File: config.mk
export PLATFORM = sky130hd
export DESIGN_NAME = prs_fifo
export DESIGN_NICKNAME = d
export VERILOG_FILES = /design/src/rtl/prs_fifo.sv
export SDC_FILE = /design/constraint.sdc
export NUM_CORES = 1
export LEC_CHECK = 0
export BUFFER_PORTS_ARGS = -buffer_cell sky130_fd_sc_hd__buf_2
export CAP_MARGIN = 20
export CORE_MARGIN = 1
export CORE_UTILIZATION = 40
export DETAILED_ROUTE_END_ITERATION = 8
export MAX_ROUTING_LAYER = met4
export SYNTH_ARGS = -nofsm -noshare
export SYNTH_HDL_FRONTEND = slang
export SYNTH_SLANG_ARGS = --single-unit
File: constraint.sdc
create_clock -name clk -period 4.1 [get_ports clk]
set_clock_uncertainty 0.1 [all_clocks]
set_input_delay 0.205 -clock clk [delete_from_list [all_inputs] [get_ports clk]]
set_output_delay 0.205 -clock clk [all_outputs]
set_load 0.005 [all_outputs]
File: src/rtl/prs_fifo.sv
`default_nettype none

module prs_fifo #(
    parameter int WIDTH = 50,
    parameter int DEPTH = 2
) (
    input  logic             clk,
    input  logic             rst_n,
    input  logic             push,
    output logic             full,
    input  logic [WIDTH-1:0] wdata,
    input  logic             pop,
    output logic             empty,
    output logic [WIDTH-1:0] rdata
);

    // DEPTH of two or more
    localparam int PW = $clog2(DEPTH);
    localparam int CW = $clog2(DEPTH + 1);

    logic [WIDTH-1:0] slot_reg [DEPTH];
    logic [PW-1:0]    wr_ptr_reg;
    logic [PW-1:0]    rd_ptr_reg;
    logic [CW-1:0]    count_reg;
    logic             do_push;
    logic             do_pop;

    assign full    = (count_reg == CW'(DEPTH));
    assign empty   = (count_reg == '0);
    assign do_push = push && !full;
    assign do_pop  = pop && !empty;
    assign rdata   = slot_reg[rd_ptr_reg];

    // Advance pointers and occupancy
    always_ff @(posedge clk or negedge rst_n)
    begin
        if (!rst_n)
        begin
            wr_ptr_reg <= '0;
            rd_ptr_reg <= '0;
            count_reg  <= '0;
        end
        else
        begin
            if (do_push)
            begin
                wr_ptr_reg <= (wr_ptr_reg == PW'(DEPTH - 1)) ? '0 : wr_ptr_reg + PW'(1);
            end
            if (do_pop)
            begin
                rd_ptr_reg <= (rd_ptr_reg == PW'(DEPTH - 1)) ? '0 : rd_ptr_reg + PW'(1);
            end
            if (do_push && !do_pop)
            begin
                count_reg <= count_reg + CW'(1);
            end
            else if (do_pop && !do_push)
            begin
                count_reg <= count_reg - CW'(1);
            end
        end
    end

    // Store the pushed transfer
    always_ff @(posedge clk)
    begin
        if (do_push)
        begin
            slot_reg[wr_ptr_reg] <= wdata;
        end
    end

endmodule

`default_nettype wire

==> run summary <==
status - finished clean
Syn Inst Count - 175
critical path data required time - 3800 ps
Area contributors post-synth - edfxtp_1 (74%), mux2_4 (18%), buf_12 (2.5%)
die area - 10550 um^2
CTS sink count - 104
Synth-to-Final Area Change - 32.22%
vias in the first global route - 2122
die span in y - 102.7 um
switch share - 0.2777
core area - 9819 um^2
chip width - 102.7 um
Nets - 393
pwr/cell area - 608.3 nW/um^2
Leakage - 2.172 nW
Crit. End Element - output pin
Int Pwr - 2.357 mW
P_sw - 0.9063 mW
antenna violations before repair - 0
cell area after synthesis - 4058 um^2
Layout fillers - 818
TritonCTS clock tree - yes
via count - 2119
Final Max Slew Viols - 0
Final ANT Viol Nets - 0
Syn Nets - 230
Max-Cap Viols - 0
total track usage - 0.1406
RSZ-0062 raised after global routing - false
worst path cell trace - mux2_2 -> buf_2
CTS Buf Count - 9
Warnings, synthesis - 0
clock network power share - 0.189
Post-CTS Setup Bufs - 0
RePlAce Congestion - 0.6644
Syn Area/Cell - 23.19 um^2
part of the power in registers - 0.508
CP max stage delay - 1070 ps
Relative slew margins - 0.3617
Seq cells post-synth - 104
Crit Path Max Fanout - 51
worst hold path class - in -> async
CP startpoint kind - flip-flop
gr ovfl total - 0
Initial Utilization - 0.4132
Setup violations, final - 0
r2r worst-path depth - 4
fraction of layout cells with a size suffix above 1 - 0.5073
DPL Wire Length - 4249 um
WS Path Type - reg -> out
clock tree buffer depth - 2
First DRT Iteration DRCs - 86
number of H-tree levels - 3
Slowest-stage cell, CP - dfrtp_4
Pre-Repair DR Iteration Count - 4
fmax - 436.0 MHz
worst skew pair latency - 360 ps
post-route setup TNS - 0 ps
drt wl/cell - 14.89 um
root buffer cell - clkbuf_8
largest net degree at the start of global routing - 52
row cnt - 36
Distinct cells, synth - 15
Synth area leader - edfxtp_1
clk slew on worst S/H paths - 100 ps
Buffers on Ports - 105
WP buf/inv - 1
VDD IR max - 458.7 uV
worst r2r src - count_reg[0]
Reg-to-Reg End - slot_reg[0][18]
Seq/Total Area, Yosys - 0.7647
max FFs per register - 100
CP top delay family - flip-flops
area of the multi-input gates - 844.6 um^2
first-pass GRT wire length - 10430 um
arrival time at the worst endpoint - 1990 ps
r2r setup slk - 1950 ps
minimum clock period - 2294 ps
measured slew at the worst slew-check pin - 957.5 ps
post-layout util - 0.5464
Yosys top cell area share - 0.7401
DR DRC count - 0
Logic pwr share - 0.303
Routed WL - 7089 um
Tcrit/Tclk final - 0.5595
n_diodes - 0
I/O Pins - 106
Final Hold Vio Count - 0
register area - 3107 um^2
Vias/cell - 4.452
[Yosys cell counts]
library cell,instances
edfxtp_1,100
mux2_4,49
buf_12,5
dfrtp_1,4
nor2_1,3
xnor2_1,3
inv_1,2
xor2_1,2
and3_1,1
buf_6,1
ha_1,1
mux2_2,1
nand2_1,1
nand2b_1,1
o21ai_1,1
[cells in the final DEF, fill, tap and decap left out, drive strengths merged]
| cell | count |
|---|---|
| and3 | 1 |
| buf | 107 |
| bufinv | 1 |
| clkbuf | 11 |
| clkinv | 4 |
| dfrtp | 4 |
| dlygate4sd3 | 51 |
| edfxtp | 100 |
| ha | 1 |
| inv | 2 |
| mux2 | 50 |
| nand2 | 1 |
| nand2b | 1 |
| nor2 | 3 |
| o21ai | 1 |
| xnor2 | 3 |
| xor2 | 2 |
[metrics by stage]
step           hold slack, ps  setup slack, ps  std cells  power [mW]  cell area [um^2]
2_1_floorplan          -190.6            795.4        175       2.369              4058
3_3_place_gp           -83.86             1971        409       2.637              4666
3_5_place_dp           -84.16             1900        409       2.657              4666
4_1_cts                 45.83             1750        476       3.312              5365
5_1_grt                 62.62             1698        476       3.448              5365
6_report                57.09             1806        476       3.264              5365
[how the worst max path moves through the flow]
stage,start,end,depth (start not counted)
final,rd_ptr_reg,rdata[27],2
after global routing,rd_ptr_reg,rdata[27],2
after CTS,rd_ptr_reg,rdata[27],2
after detailed placement,count_reg[0],slot_reg[1][7],3
after global placement,count_reg[0],slot_reg[1][2],3
after floorplan,count_reg[0],slot_reg[0][0],3
[metal layers]
layer / vias up / part of all wire / global-route usage
met3: 11 / 0.063 / 0.03797
met5: - / 0 / -
met1: 1024 / 0.47 / 0.1767
li1: 999 / - / -
met2: 85 / 0.45 / 0.2154
met4: 0 / 0.012 / 0.05934
[area by class of cell]
type                       count  area share
sequential                   104      0.5791
timing repair buffer         158      0.1959
multi-input combinational     63      0.1574
tap                          133     0.03102
clock buffer                  11     0.02449
clock inverter                 5     0.01073
inverter                       2    0.001399
[power groups by stage]
stage	logic, mW	registers (mW)	clock network (mW)
6_report	0.988	1.66	0.617
3_5_place_dp	0.963	1.69	0
4_1_cts	1.01	1.67	0.634
3_3_place_gp	0.956	1.68	0
2_1_floorplan	0.827	1.54	0
5_1_grt	1.09	1.69	0.667
[cells by family after synthesis]
group           synth area share
fa+ha+maj               0.003083
mux                       0.1841
flops                     0.7647
simple gates            0.006785
xor+xnor                 0.01079
buf+inv                  0.02930
compound gates          0.001232
[timing repair]
| item | in CTS | in global routing |
|---|---|---|
| gates resized for setup | 0 | 0 |
| hold buffers | 51 | 0 |
| endpoints found under the hold margin | 104 | 0 |
No activity file was read; power rests on OpenSTA's default activity.
