==> src/rtl/prs_pkg.sv <==
`default_nettype none

package prs_pkg;

    // Input item modes
    localparam logic [1:0] MODE_PAL  = 2'd0;
    localparam logic [1:0] MODE_SRC  = 2'd1;
    localparam logic [1:0] MODE_EMIT = 2'd2;
    localparam logic [1:0] MODE_NONE = 2'd3;

    // Configuration register indexes
    localparam int CFG_INDEX_W = 3;
    localparam int CFG_DATA_W  = 10;
    localparam logic [CFG_INDEX_W-1:0] REG_TOP_COLOR     = 3'd0;
    localparam logic [CFG_INDEX_W-1:0] REG_BOTTOM_COLOR  = 3'd1;
    localparam logic [CFG_INDEX_W-1:0] REG_TOP_BASE      = 3'd2;
    localparam logic [CFG_INDEX_W-1:0] REG_BOTTOM_BASE   = 3'd3;
    localparam logic [CFG_INDEX_W-1:0] REG_SOURCE_WIDTH  = 3'd4;
    localparam logic [CFG_INDEX_W-1:0] REG_SOURCE_HEIGHT = 3'd5;
    localparam logic [CFG_INDEX_W-1:0] REG_OUTPUT_WIDTH  = 3'd6;
    localparam logic [CFG_INDEX_W-1:0] REG_OUTPUT_HEIGHT = 3'd7;

    // Configuration reset values
    localparam logic [3:0] RST_TOP_COLOR     = 4'd0;
    localparam logic [3:0] RST_BOTTOM_COLOR  = 4'd0;
    localparam logic [7:0] RST_TOP_BASE      = 8'd16;
    localparam logic [7:0] RST_BOTTOM_BASE   = 8'd96;
    localparam logic [9:0] RST_SOURCE_WIDTH  = 10'd296;
    localparam logic [8:0] RST_SOURCE_HEIGHT = 9'd194;
    localparam logic [9:0] RST_OUTPUT_WIDTH  = 10'd512;
    localparam logic [8:0] RST_OUTPUT_HEIGHT = 9'd256;

    // Column accumulator (10.16, wraps at 26 bits) and divider sizes
    localparam int FRAC_W        = 26;
    localparam int FRAC_SHIFT    = 16;
    localparam int DIVISOR_W     = 11;
    localparam int PALETTE_DEPTH = 256;
    localparam int PAL_AW        = 8;

    typedef struct packed {
        logic [1:0]  mode;
        logic [15:0] address;
        logic [31:0] value;
    } in_t;

    typedef struct packed {
        logic [7:0]  color_index;
        logic [31:0] rgba;
        logic        row_end;
        logic        frame_end;
        logic        size_error;
    } out_t;

    typedef struct packed {
        logic [3:0] top_color;
        logic [3:0] bottom_color;
        logic [7:0] top_range_base;
        logic [7:0] bottom_range_base;
        logic [9:0] source_width;
        logic [8:0] source_height;
        logic [9:0] output_width;
        logic [8:0] output_height;
    } cfg_t;

endpackage

`default_nettype wire

==> src/rtl/prs_front.sv <==
`default_nettype none

module prs_front (
    input  logic           clk,
    input  logic           rst_n,
    input  logic           push,
    output logic           full,
    input  prs_pkg::in_t   item,
    output logic           cmd_push,
    input  logic           cmd_full,
    output prs_pkg::in_t   cmd
);

    logic         valid_reg;
    logic         valid_next;
    prs_pkg::in_t cmd_reg;
    logic         accept;
    logic         keep;
    logic         drain;

    // Accept whenever the holding stage is free or moving on
    assign full     = valid_reg && cmd_full;
    assign accept   = push && !full;
    assign keep     = (item.mode != prs_pkg::MODE_NONE);
    assign drain    = valid_reg && !cmd_full;
    assign cmd_push = valid_reg;
    assign cmd      = cmd_reg;

    // Drop unused modes here; the back end only sees real commands
    assign valid_next = (valid_reg && !drain) || (accept && keep);

    always_ff @(posedge clk or negedge rst_n)
    begin
        if (!rst_n)
        begin
            valid_reg <= 1'b0;
        end
        else
        begin
            valid_reg <= valid_next;
        end
    end

    // Load the classified command
    always_ff @(posedge clk)
    begin
        if (accept && keep)
        begin
            cmd_reg <= item;
        end
    end

endmodule

`default_nettype wire

==> config.mk <==
export PLATFORM = sky130hd
export DESIGN_NAME = prs_front
export DESIGN_NICKNAME = d
export VERILOG_FILES = /design/src/rtl/prs_pkg.sv /design/src/rtl/prs_front.sv
export SDC_FILE = /design/constraint.sdc
export NUM_CORES = 1
export LEC_CHECK = 0
export BUFFER_PORTS_ARGS = -buffer_cell sky130_fd_sc_hd__buf_2
export CAP_MARGIN = 15
export CORE_MARGIN = 1
export CORE_UTILIZATION = 40
export CTS_CLUSTER_SIZE = 8
export DETAILED_ROUTE_END_ITERATION = 6
export GPL_TIMING_DRIVEN = 0
export PLACE_DENSITY_LB_ADDON = 0.12
export SYNTH_ARGS = -nofsm -noshare
export SYNTH_HDL_FRONTEND = slang
export SYNTH_SLANG_ARGS = --single-unit
export TNS_END_PERCENT = 100
==> constraint.sdc <==
create_clock -name clk -period 3.89 [get_ports clk]
set_input_delay 1.167 -clock clk [delete_from_list [all_inputs] [get_ports clk]]
set_output_delay 1.167 -clock clk [all_outputs]
set_load 0.03 [all_outputs]
==> run summary, run 1 <==
P_sw -> 245.1 µW
IR drop worst, VDD -> 0.0002411 V
Proportion of power drawn by the clock network -> 25.3%
RSZ-0062 raised after global routing -> false
Total cell area at the placement stage -> 2176 µm²
Cts repair resizes -> 0
Power per cell area -> 466.7 nW/µm²
Cell at the slowest stage of the critical path -> sky130_fd_sc_hd__buf_2
Slew Viols, Final -> 0
H-tree depth -> 2
Cell type contributing the most total cell area after synthesis -> sky130_fd_sc_hd__edfxtp_1
Post-synth top area share -> 96.54%
Data required time at the worst endpoint -> 2.72 ns
Critical-path maximum fanout -> 3
Final period util -> 70.79%
Avg WL per Cell -> 12.44 µm
Detailed-route vias per instance -> 4.330
Leakage Power -> 0.0009641 µW
Core Util, Final -> 60.96%
Fin crit period -> 2.754 ns
Core Box Area -> 3689 µm²
Maxcap violations -> 0
Critical path type -> input port to output port
Row Count -> 22
Number of setup violations in the final report -> 0
Setup fix buffers added after clock tree synthesis -> 0
Worst R2R Path Depth -> 3
Most prevalent standard cell on the critical path -> sky130_fd_sc_hd__buf_2
Total number of vias -> 931
N_diodes -> 0
Cell Area, Synth -> 1555 µm²
Floorplan die area -> 4142 µm²
Yosys cell types -> 6
Clock latency on the worst-skew pair -> 0.29 ns
Number of iterations in the first detailed-routing pass -> 4
Final-stage net count -> 222
GRT Util Overall -> 13.17%
Number of global-route vias before repair -> 878
Sequence of cells on the critical path -> buf_2, and2_4, buf_2
Count of warnings emitted by yosys -> 0
Ports -> 106
Last weighted congestion value of the routability-driven placer -> 0.6300
First-pass GRT wire length -> 3.857 mm
PortBufs -> 105
Data arrival time at the worst-slack endpoint -> 1.59 ns
Hold buffer count at CTS -> 0
Antenna-violating nets left -> 0
Status -> completed
Remaining routing DRC violations -> 0
Cell-internal power -> 804.3 µW
Total Routed Length -> 2.675 mm
Starting density of the core -> 42.16%
Transition time at the pin with the least slew margin -> 0.7122 ns
TNS Setup -> 0 ns
Longest Clk Path Bufs -> 2
Maximum clock rate -> 363.2 MHz
Vertical die dimension -> 64.36 µm
Synth Net Count -> 109
Worst min path class -> input port to async pin
Startpoint Class -> input port
Cell types with the largest area share after synthesis -> sky130_fd_sc_hd__edfxtp_1 97%, sky130_fd_sc_hd__dfrtp_1 1.6%, sky130_fd_sc_hd__a21bo_1 0.64%
Count of clock tree sinks -> 51
Clock tree from TritonCTS -> done
Layout cells sized above 1 -> 67.66%
Die Span X -> 64.36 µm
Design area -> 2248 µm²
Worst Clk Skew -> 0.002361 ns
Proportion of total power due to net switching -> 23.36%
Overall Power -> 1049 µW
DPL Wire Length -> 2.000 mm
Worst setup timing slack at the placement stage -> 1.135 ns
Post-synthesis to final-layout area growth -> 44.57%
Max FFs per register -> 50
Drt initial violations -> 44
Antenna violations before repair -> 0
Worst max-slew margin expressed relative to the limit -> 52.41%
R2r startpoint -> cmd_push
Sequential cell area fraction in the yosys report -> 98.15%
Sequential fraction of design power -> 61.6%
Pin count of the biggest net entering global routing -> 28
Crit Reg-Reg Endpoint -> cmd[0]
Number of cells produced by synthesis -> 55
Slowest Stage Delay on Critical Path -> 0.19 ns
Register bit total from synthesis -> 51
Post-Synthesis Mean Instance Area -> 28.28 µm²
Final setup margin -> 1.136 ns
Total clock buffers created by CTS -> 5
Clock transition at the register clock pins on the worst setup and hold paths after CTS -> 0.08 ns
Clock root buffer master -> sky130_fd_sc_hd__clkbuf_8
Congestion Overflow GR -> 0
Setup slack of the most critical reg-to-reg path -> 2.20 ns
Power share of the combinational group -> 13.1%
Critical Path Sink Type -> output port
Hold Fails Final Rpt -> 0
[metal layers]
metal	wire length, µm	vias up	GRT usage, %
met5	0	-	0
met4	24	0	6.111
met3	307	4	6.250
met2	1325	68	21.18
met1	1016	419	14.72
li1	-	440	-
[worst max-delay path by stage]
stage	from	to	slack [ns]
after global placement	item[48]	cmd[31]	0.33
after detailed placement	cmd_full	full	1.14
after CTS	cmd_full	full	1.13
final	cmd_full	full	1.14
after floorplan	push	cmd[0]	0.80
after global routing	cmd_full	full	1.12
[cell usage in the layout, fill, tap and decap left out]
cell type                  count
sky130_fd_sc_hd__buf_2       105
sky130_fd_sc_hd__edfxtp_1     50
sky130_fd_sc_hd__clkbuf_8      5
sky130_fd_sc_hd__and2_4        1
sky130_fd_sc_hd__a21bo_1       1
sky130_fd_sc_hd__nor2_4        1
sky130_fd_sc_hd__nand2b_1      1
sky130_fd_sc_hd__clkbuf_1      1
sky130_fd_sc_hd__dfrtp_1       1
sky130_fd_sc_hd__buf_16        1
[through the flow]
stage	instances	hold slack, ns
5_1_grt	215	0.6258
3_5_place_dp	209	0.6445
2_1_floorplan	55	0.8714
3_3_place_gp	208	0.5992
4_1_cts	215	0.6292
6_report	215	0.6419
[cells in the mapped netlist]
library cell,number
sky130_fd_sc_hd__edfxtp_1,50
sky130_fd_sc_hd__a21bo_1,1
sky130_fd_sc_hd__and2_4,1
sky130_fd_sc_hd__dfrtp_1,1
sky130_fd_sc_hd__nand2b_1,1
sky130_fd_sc_hd__nor2_1,1
[kinds of logic after synthesis]
family / Yosys count / share of synthesized area [%]
AO/OA/AOI/OAI: 1 / 0.6436
flip-flops: 51 / 98.15
AND/OR/NAND/NOR: 3 / 1.207
[power groups by stage]
stage	Sequential (µW)	Clock [µW]	Combinational (µW)
2_1_floorplan	722	0	15.3
3_3_place_gp	660	0	130
3_5_place_dp	659	0	139
4_1_cts	647	277	139
5_1_grt	649	298	145
6_report	646	266	137
[area by class of cell]
class | instances | area [µm²]
sequential | 51 | 1526
fill | 299 | 1440
timing repair buffer | 106 | 553.0
clock buffer | 6 | 72.57
tap | 48 | 60.06
multi-input combinational | 4 | 36.28
[critical path: cells and delay by family]
| kind | cells | cell delay, ns |
|---|---|---|
| buffers and inverters | 2 | 0.27 |
| AND/OR/NAND/NOR | 1 | 0.15 |
Note: power is estimated with default switching activity, not from simulation.
==> inputs of run 2 (changes only) <==
--- a/config.mk
+++ b/config.mk
@@ -5,10 +5,11 @@
 export SDC_FILE = /design/constraint.sdc
 export NUM_CORES = 1
 export LEC_CHECK = 0
+export ABC_AREA = 1
 export BUFFER_PORTS_ARGS = -buffer_cell sky130_fd_sc_hd__buf_2
 export CAP_MARGIN = 15
 export CORE_MARGIN = 1
-export CORE_UTILIZATION = 40
+export CORE_UTILIZATION = 36
 export CTS_CLUSTER_SIZE = 8
 export DETAILED_ROUTE_END_ITERATION = 6
 export GPL_TIMING_DRIVEN = 0
==> constraint.sdc (replaced) <==
create_clock -name clk -period 2.2 [get_ports clk]
set_input_delay 0.66 -clock clk [delete_from_list [all_inputs] [get_ports clk]]
set_output_delay 0.66 -clock clk [all_outputs]
set_load 0.03 [all_outputs]
==> run 2 against run 1 <==
Against the previous run:
- sequential power rose by 76%
- critical endpoint is now cmd[39]
- global-route usage fell by 0.64 points
- cell count increased by 2.3%
- design area grew 0.17%
- combinational power is 77% higher
- critical path type is now input port to flop
- wire length rose by 5.6%
==> run summary, run 2 <==
Number of global-route vias before repair -> 913 (was 878)
Antenna-violating nets left -> 0 (unchanged)
Status -> completed (unchanged)
Hold Fails Final Rpt -> 0 (unchanged)
Most frequent cells in the layout -> 105 x sky130_fd_sc_hd__buf_2, 50 x sky130_fd_sc_hd__edfxtp_1, 5 x sky130_fd_sc_hd__clkbuf_8 (unchanged)
Vertical die dimension -> 67.70 µm (was 64.36 µm)
Post-synth top area share -> 96.62% (was 96.54%)
Count of clock tree sinks -> 51 (unchanged)
Floorplan die area -> 4583 µm² (was 4142 µm²)
Ports -> 106 (unchanged)
Top metal layer carrying routed signals -> met4 (unchanged)
Layout cells sized above 1 -> 67.65% (was 67.66%)
Antenna violations before repair -> 0 (unchanged)
Fin crit period -> 1.763 ns
Setup fix buffers added after clock tree synthesis -> 0 (unchanged)
Critical-path maximum fanout -> 27 (was 3)
Drt initial violations -> 42 (was 44)
Die Span X -> 67.70 µm (was 64.36 µm)
Total cell area at the placement stage -> 2175 µm² (was 2176 µm²)
DRT met1 WL -> 1.015 mm (was 1.016 mm)
DPL Wire Length -> 2.056 mm (was 2.000 mm)
Worst R2R Path Depth -> 4 (was 3)
Worst max-slew margin expressed relative to the limit -> 51.19% (was 52.41%)
N_diodes -> 0 (unchanged)
Hold buffer count at CTS -> 0 (unchanged)
Number of cells produced by synthesis -> 57 (was 55)
Last weighted congestion value of the routability-driven placer -> 0.6574 (was 0.6300)
Number of setup violations in the final report -> 0 (unchanged)
Worst min path class -> input port to async pin (unchanged)
Register bit total from synthesis -> 51 (unchanged)
Clock tree from TritonCTS -> done (unchanged)
Crit Reg-Reg Endpoint -> cmd[39] (was cmd[0])
Max FFs per register -> 50 (unchanged)
Starting density of the core -> 38.03% (was 42.16%)
Critical Path Sink Type -> flop (was output port)
Fraction of registers with async set/reset -> 1.961% (unchanged)
List of most frequent post-synthesis cells -> 50 x sky130_fd_sc_hd__edfxtp_1, 3 x sky130_fd_sc_hd__nand2_1
Critical path type -> input port to flop (was input port to output port)
H-tree depth -> 2 (unchanged)
Transition time at the pin with the least slew margin -> 0.7304 ns (was 0.7122 ns)
Startpoint Class -> input port (unchanged)
Wire length on met3 -> 333 µm (was 307 µm)
GRT Util Overall -> 12.53% (was 13.17%)
Critical Path Source -> item[48] (was cmd_full)
Data arrival time at the worst-slack endpoint -> 1.76 ns (was 1.59 ns)
Cell type contributing the most total cell area after synthesis -> sky130_fd_sc_hd__edfxtp_1 (unchanged)
Longest Clk Path Bufs -> 2 (unchanged)
Detailed-route vias per instance -> 4.236 (was 4.330)
Cell Area, Synth -> 1554 µm² (was 1555 µm²)
Total Routed Length -> 2.825 mm (was 2.675 mm)
Final period util -> 80.15%
Most prevalent standard cell on the critical path -> sky130_fd_sc_hd__nand2_1 (was sky130_fd_sc_hd__buf_2)
R2r startpoint -> cmd_push (unchanged)
Yosys cell types -> 6 (unchanged)
Number of iterations in the first detailed-routing pass -> 4 (unchanged)
Sequence of cells on the critical path -> buf_2, nand2_1, nand2_1, nor2_4, buf_16 (was buf_2, and2_4, buf_2)
Leading cell type in the layout, fill and taps excluded -> sky130_fd_sc_hd__buf_2 (unchanged)
RSZ-0062 raised after global routing -> false (unchanged)
Worst setup path endpoint -> cmd[39] (was full)
Most used flip-flop cell after synthesis -> sky130_fd_sc_hd__edfxtp_1 (unchanged)
Remaining routing DRC violations -> 0 (unchanged)
Cts repair resizes -> 0 (unchanged)
Detail Route met2 WL -> 1.439 mm (was 1.325 mm)
Worst Clk Skew -> 0.007345 ns (was 0.002361 ns)
Congestion Overflow GR -> 0 (unchanged)
Power per cell area -> 833.2 nW/µm² (was 466.7 nW/µm²)
Clock latency on the worst-skew pair -> 0.30 ns (was 0.29 ns)
Post-synthesis to final-layout area growth -> 44.93% (was 44.57%)
Avg WL per Cell -> 12.84 µm (was 12.44 µm)
Maxcap violations -> 0 (unchanged)
Clock root buffer master -> sky130_fd_sc_hd__clkbuf_8 (unchanged)
Slew Viols, Final -> 0 (unchanged)
Cell at the slowest stage of the critical path -> sky130_fd_sc_hd__nor2_4 (was sky130_fd_sc_hd__buf_2)
Clock transition at the register clock pins on the worst setup and hold paths after CTS -> 0.08 ns (about the same)
Final-stage net count -> 224 (was 222)
IR drop worst, VDD -> 0.0004366 V (was 0.0002411 V)
Sequential cell area fraction in the yosys report -> 98.23% (was 98.15%)
Pin count of the biggest net entering global routing -> 28 (unchanged)
Number of non-filler instances in the completed layout -> 220 (was 215)
First-pass GRT wire length -> 3.995 mm (was 3.857 mm)
Total clock buffers created by CTS -> 5 (unchanged)
Row Count -> 23 (was 22)
Count of warnings emitted by yosys -> 0 (unchanged)
Design area -> 2252 µm² (was 2248 µm²)
Number of placed cells counting well taps -> 213 (was 209)
Core Box Area -> 4086 µm² (was 3689 µm²)
Number of flops mapped to enable cells by yosys -> 50 (unchanged)
PortBufs -> 105 (unchanged)
Leakage Power -> 0.0009707 µW (was 0.0009641 µW)
Cell types with the largest area share after synthesis -> sky130_fd_sc_hd__edfxtp_1 97%, sky130_fd_sc_hd__dfrtp_1 1.6%, sky130_fd_sc_hd__nand2_1 0.72% (was sky130_fd_sc_hd__edfxtp_1 97%, sky130_fd_sc_hd__dfrtp_1 1.6%, sky130_fd_sc_hd__a21bo_1 0.64%)
Data required time at the worst endpoint -> 2.20 ns (was 2.72 ns)
Most frequent cell after synthesis -> sky130_fd_sc_hd__edfxtp_1 (unchanged)
Setup slack of the most critical reg-to-reg path -> 0.53 ns (was 2.20 ns)
Slowest Stage Delay on Critical Path -> 0.58 ns (was 0.19 ns)
Total number of vias -> 932 (was 931)
Synth Net Count -> 111 (was 109)
Maximum clock rate -> 567.1 MHz
TNS Setup -> 0 ns (unchanged)
Post-Synthesis Mean Instance Area -> 27.26 µm² (was 28.28 µm²)
-- run 2: cell count changes in the layout (fill, tap and decap cells not counted) --
cell	change
sky130_fd_sc_hd__clkbuf_1	-1
sky130_fd_sc_hd__clkinv_2	+1
sky130_fd_sc_hd__and2_4	-1
sky130_fd_sc_hd__nand2b_1	-1
sky130_fd_sc_hd__a21bo_1	-1
sky130_fd_sc_hd__nand2_1	+3
sky130_fd_sc_hd__nand2_2	+1
sky130_fd_sc_hd__inv_2	+1
sky130_fd_sc_hd__clkinv_1	+1
-- run 2: how the worst min path moves through the flow --
stage,end,slack [ns],cells past startpoint
after CTS,cmd_push,0.12,1
final,cmd_push,0.13,1
after global placement,cmd_push,0.44,1
after floorplan,cmd_push,0.36,0
after global routing,cmd_push,0.11,1
after detailed placement,cmd_push,0.44,1
-- run 2: layout make-up --
| type | count | area, µm² |
|---|---|---|
| clock buffers | 5 | 68.82 |
| clock inverters | 2 | 8.758 |
| fillers | 361 | 1834 |
| multi-input cells | 5 | 28.78 |
| inverters | 1 | 3.754 |
| flip-flops and latches | 51 | 1526 |
| repair buffers | 106 | 553.0 |
| well taps | 50 | 62.56 |
-- run 2: layer usage --
layer	GRT usage, %	vias to the layer above
li1	-	446
met1	13.04	424
met2	20.79	57
met3	6.588	5
met4	5.585	0
met5	0	-
-- run 2: metrics by stage --
stage	hold slack (ns)	utilization, %	setup WS [ns]	total power, µW
floorplan	0.3644	-	0.2034	1303
global placement	0.4353	52.54	-0.09575	1397
detailed placement	0.4370	53.21	0.1014	1411
CTS	0.1159	55.11	0.4299	1897
global route	0.1101	55.11	0.3566	1947
finish	0.1250	55.11	0.4368	1876
-- run 2: worst max-delay path, delay by kind of cell --
family,cells,cell delay [ns]
simple gates,3,0.73
buf+inv,2,0.36
-- run 2: where the power goes --
part | internal (µW) | switching (µW) | leakage (µW)
sequential | 1130 | 11.5 | 0.000483
clock | 212 | 279 | 0.0000414
combinational | 76.2 | 166 | 0.000447
-- run 2: logic make-up after synthesis --
family | synth area share [%]
and+or+nand+nor | 1.530
buffers and inverters | 0.2413
DFF | 98.23
==> inputs of run 3 (changes only) <==
--- a/config.mk
+++ b/config.mk
@@ -9,7 +9,7 @@
 export BUFFER_PORTS_ARGS = -buffer_cell sky130_fd_sc_hd__buf_2
 export CAP_MARGIN = 15
 export CORE_MARGIN = 1
-export CORE_UTILIZATION = 36
+export CORE_UTILIZATION = 40
 export CTS_CLUSTER_SIZE = 8
 export DETAILED_ROUTE_END_ITERATION = 6
 export GPL_TIMING_DRIVEN = 0
==> constraint.sdc (replaced) <==
create_clock -name clk -period 1.8 [get_ports clk]
set_input_delay 0.54 -clock clk [delete_from_list [all_inputs] [get_ports clk]]
set_output_delay 0.54 -clock clk [all_outputs]
set_load 0.03 [all_outputs]
==> run 3 against run 2 <==
Against the previous run:
- first-iteration DRC count rose by 43%
- clock skew fell by 0.0061 ns
- die area down 9.7%
- largest cell class unchanged
- design area up 1.2%
- setup slack worse by 0.23 ns
- clock power is 18% higher
- sequential share of layout area decreased by 0.76 points
- total power rose by 21%
==> run summary, run 3 (synthesized netlist as in run 2, its figures left out) <==
Transition time at the pin with the least slew margin -> 0.6022 ns (was 0.7304 ns)
Vertical die dimension -> 64.33 µm (was 67.70 µm)
Critical path type -> flop to flop (was input port to flop)
Startpoint Class -> flop (was input port)
IR drop worst, VDD -> 0.0005983 V (was 0.0004366 V)
PortBufs -> 105 (unchanged)
Overall Power -> 2279 µW (was 1876 µW)
Slew Viols, Final -> 0 (unchanged)
GRT Util Overall -> 13.93% (was 12.53%)
Critical-path maximum fanout -> 30 (was 27)
Worst min path class -> input port to flop (was input port to async pin)
Final period util -> 88.39%
Die Span X -> 64.33 µm (was 67.70 µm)
Hold path cells -> 1
Cell-internal power -> 1738 µW (was 1420 µW)
Footprint of the multi-input gates -> 57.56 µm² (was 28.78 µm²)
Total Routed Length -> 2.687 mm (was 2.825 mm)
Number of setup violations in the final report -> 0 (unchanged)
Number of iterations in the first detailed-routing pass -> 4 (unchanged)
Maxcap violations -> 0 (unchanged)
Avg WL per Cell -> 12.33 µm (was 12.84 µm)
Proportion of total power due to net switching -> 23.73% (was 24.33%)
Ports -> 106 (unchanged)
P_sw -> 540.9 µW (was 456.5 µW)
Antenna-violating nets left -> 0 (unchanged)
Last weighted congestion value of the routability-driven placer -> 0.6047 (was 0.6574)
Most frequent cells in the layout -> 105 x sky130_fd_sc_hd__buf_2, 50 x sky130_fd_sc_hd__edfxtp_1, 5 x sky130_fd_sc_hd__clkbuf_8 (unchanged)
Post-synthesis to final-layout area growth -> 46.70% (was 44.93%)
First-pass GRT wire length -> 4.084 mm (was 3.995 mm)
H-tree depth -> 2 (unchanged)
Data required time at the worst endpoint -> 1.80 ns (was 2.20 ns)
Total clock buffers created by CTS -> 5 (unchanged)
Worst R2R Path Depth -> 4 (unchanged)
TNS Setup -> 0 ns (unchanged)
Longest Clk Path Bufs -> 2 (unchanged)
Remaining routing DRC violations -> 0 (unchanged)
DPL Wire Length -> 1.964 mm (was 2.056 mm)
Clock root buffer master -> sky130_fd_sc_hd__clkbuf_8 (unchanged)
Status -> completed (unchanged)
Proportion of power drawn by the clock network -> 25.4% (was 26.2%)
Power share of the combinational group -> 13.2% (was 12.9%)
Worst Clk Skew -> 0.001255 ns (was 0.007345 ns)
Core Box Area -> 3689 µm² (was 4086 µm²)
Power per cell area -> 999.8 nW/µm² (was 833.2 nW/µm²)
Drt initial violations -> 60 (was 42)
Pin count of the biggest net entering global routing -> 31 (was 28)
Total number of vias -> 924 (was 932)
Clock tree from TritonCTS -> done (unchanged)
Sequential cell area -> 1528 µm² (was 1526 µm²)
Sequential fraction of design power -> 61.3% (was 60.9%)
Antenna violations before repair -> 0 (unchanged)
Row Count -> 22 (was 23)
Leakage Power -> 0.0009756 µW (was 0.0009707 µW)
Layout cells sized above 1 -> 68.82% (was 67.65%)
Detailed-route vias per instance -> 4.239 (was 4.236)
N_diodes -> 0 (unchanged)
Hold Fails Final Rpt -> 0 (unchanged)
Starting density of the core -> 42.13% (was 38.03%)
Max FFs per register -> 50 (unchanged)
Number of global-route vias before repair -> 906 (was 913)
Maximum clock rate -> 628.6 MHz
Congestion Overflow GR -> 0 (unchanged)
Clock transition at the register clock pins on the worst setup and hold paths after CTS -> 0.08 ns (about the same)
Leading cell type in the layout, fill and taps excluded -> sky130_fd_sc_hd__buf_2 (unchanged)
Critical Path Sink Type -> flop (unchanged)
Floorplan die area -> 4138 µm² (was 4583 µm²)
Setup slack of the most critical reg-to-reg path -> 0.21 ns (was 0.53 ns)
Final-stage net count -> 225 (was 224)
Count of clock tree sinks -> 51 (unchanged)
Setup fix buffers added after clock tree synthesis -> 0 (unchanged)
Worst max-slew margin expressed relative to the limit -> 59.75% (was 51.19%)
Number of fill cells in the layout -> 305 (was 361)
Fin crit period -> 1.591 ns
Clock latency on the worst-skew pair -> 0.29 ns (was 0.30 ns)
RSZ-0062 raised after global routing -> false (unchanged)
Data arrival time at the worst-slack endpoint -> 1.59 ns (was 1.76 ns)
## run 3: cell type report
class                   instances  area share (%)
flip-flops and latches         51           67.01
multi-input cells               5           2.525
clock buffers                   6           3.183
inverters                       1          0.2744
repair buffers                107           24.37
well taps                      48           2.634
## run 3: stage by stage
stage	cells	instance area, µm²	setup slack [ns]	util, %	hold WS, ns
4_1_cts	218	2280	0.1840	61.80	0.4074
2_1_floorplan	57	1592	-0.007249	-	0.2444
6_report	218	2280	0.2091	61.80	0.4195
3_3_place_gp	210	2177	-0.3816	59.02	0.3158
3_5_place_dp	211	2197	-0.1148	59.57	0.3171
5_1_grt	218	2280	0.1080	61.80	0.3926
## run 3: power groups by stage
stage	clock [µW]	sequential, µW	combinational [µW]
2_1_floorplan	0	1560	38.4
3_3_place_gp	0	1430	290
3_5_place_dp	0	1430	303
4_1_cts	602	1400	304
5_1_grt	643	1400	319
6_report	580	1400	301
## run 3: worst max-delay path, cell delays in order, from the launching register on
cell,delay [ns]
sky130_fd_sc_hd__dfrtp_2,0.43
sky130_fd_sc_hd__nand2_4,0.08
sky130_fd_sc_hd__inv_4,0.04
sky130_fd_sc_hd__nor2_4,0.46
sky130_fd_sc_hd__buf_12,0.28
## run 3: path summary, 6_finish.rpt
kind	startpoint	to
worst max-delay path	cmd_push	cmd[35]
min in group asynchronous	rst_n	cmd_push
worst max register to register	cmd_push	cmd[35]
worst min-delay path	item[21]	cmd[21]
worst min register to register	cmd_push	cmd_push
max in group asynchronous	rst_n	cmd_push
## run 3: timing repair
item	in CTS	in global routing
hold buffers	1	0
hold endpoints to repair	1	0
resized for setup	0	0
## run 3: per-layer routing
layer  wire (µm)  GRT usage [%]  vias to the layer above
met4          34          5.556                        0
met2        1355          23.68                       60
met3         304          8.393                        4
li1            -              -                      446
met5           0              0                        -
met1         993          13.58                      414
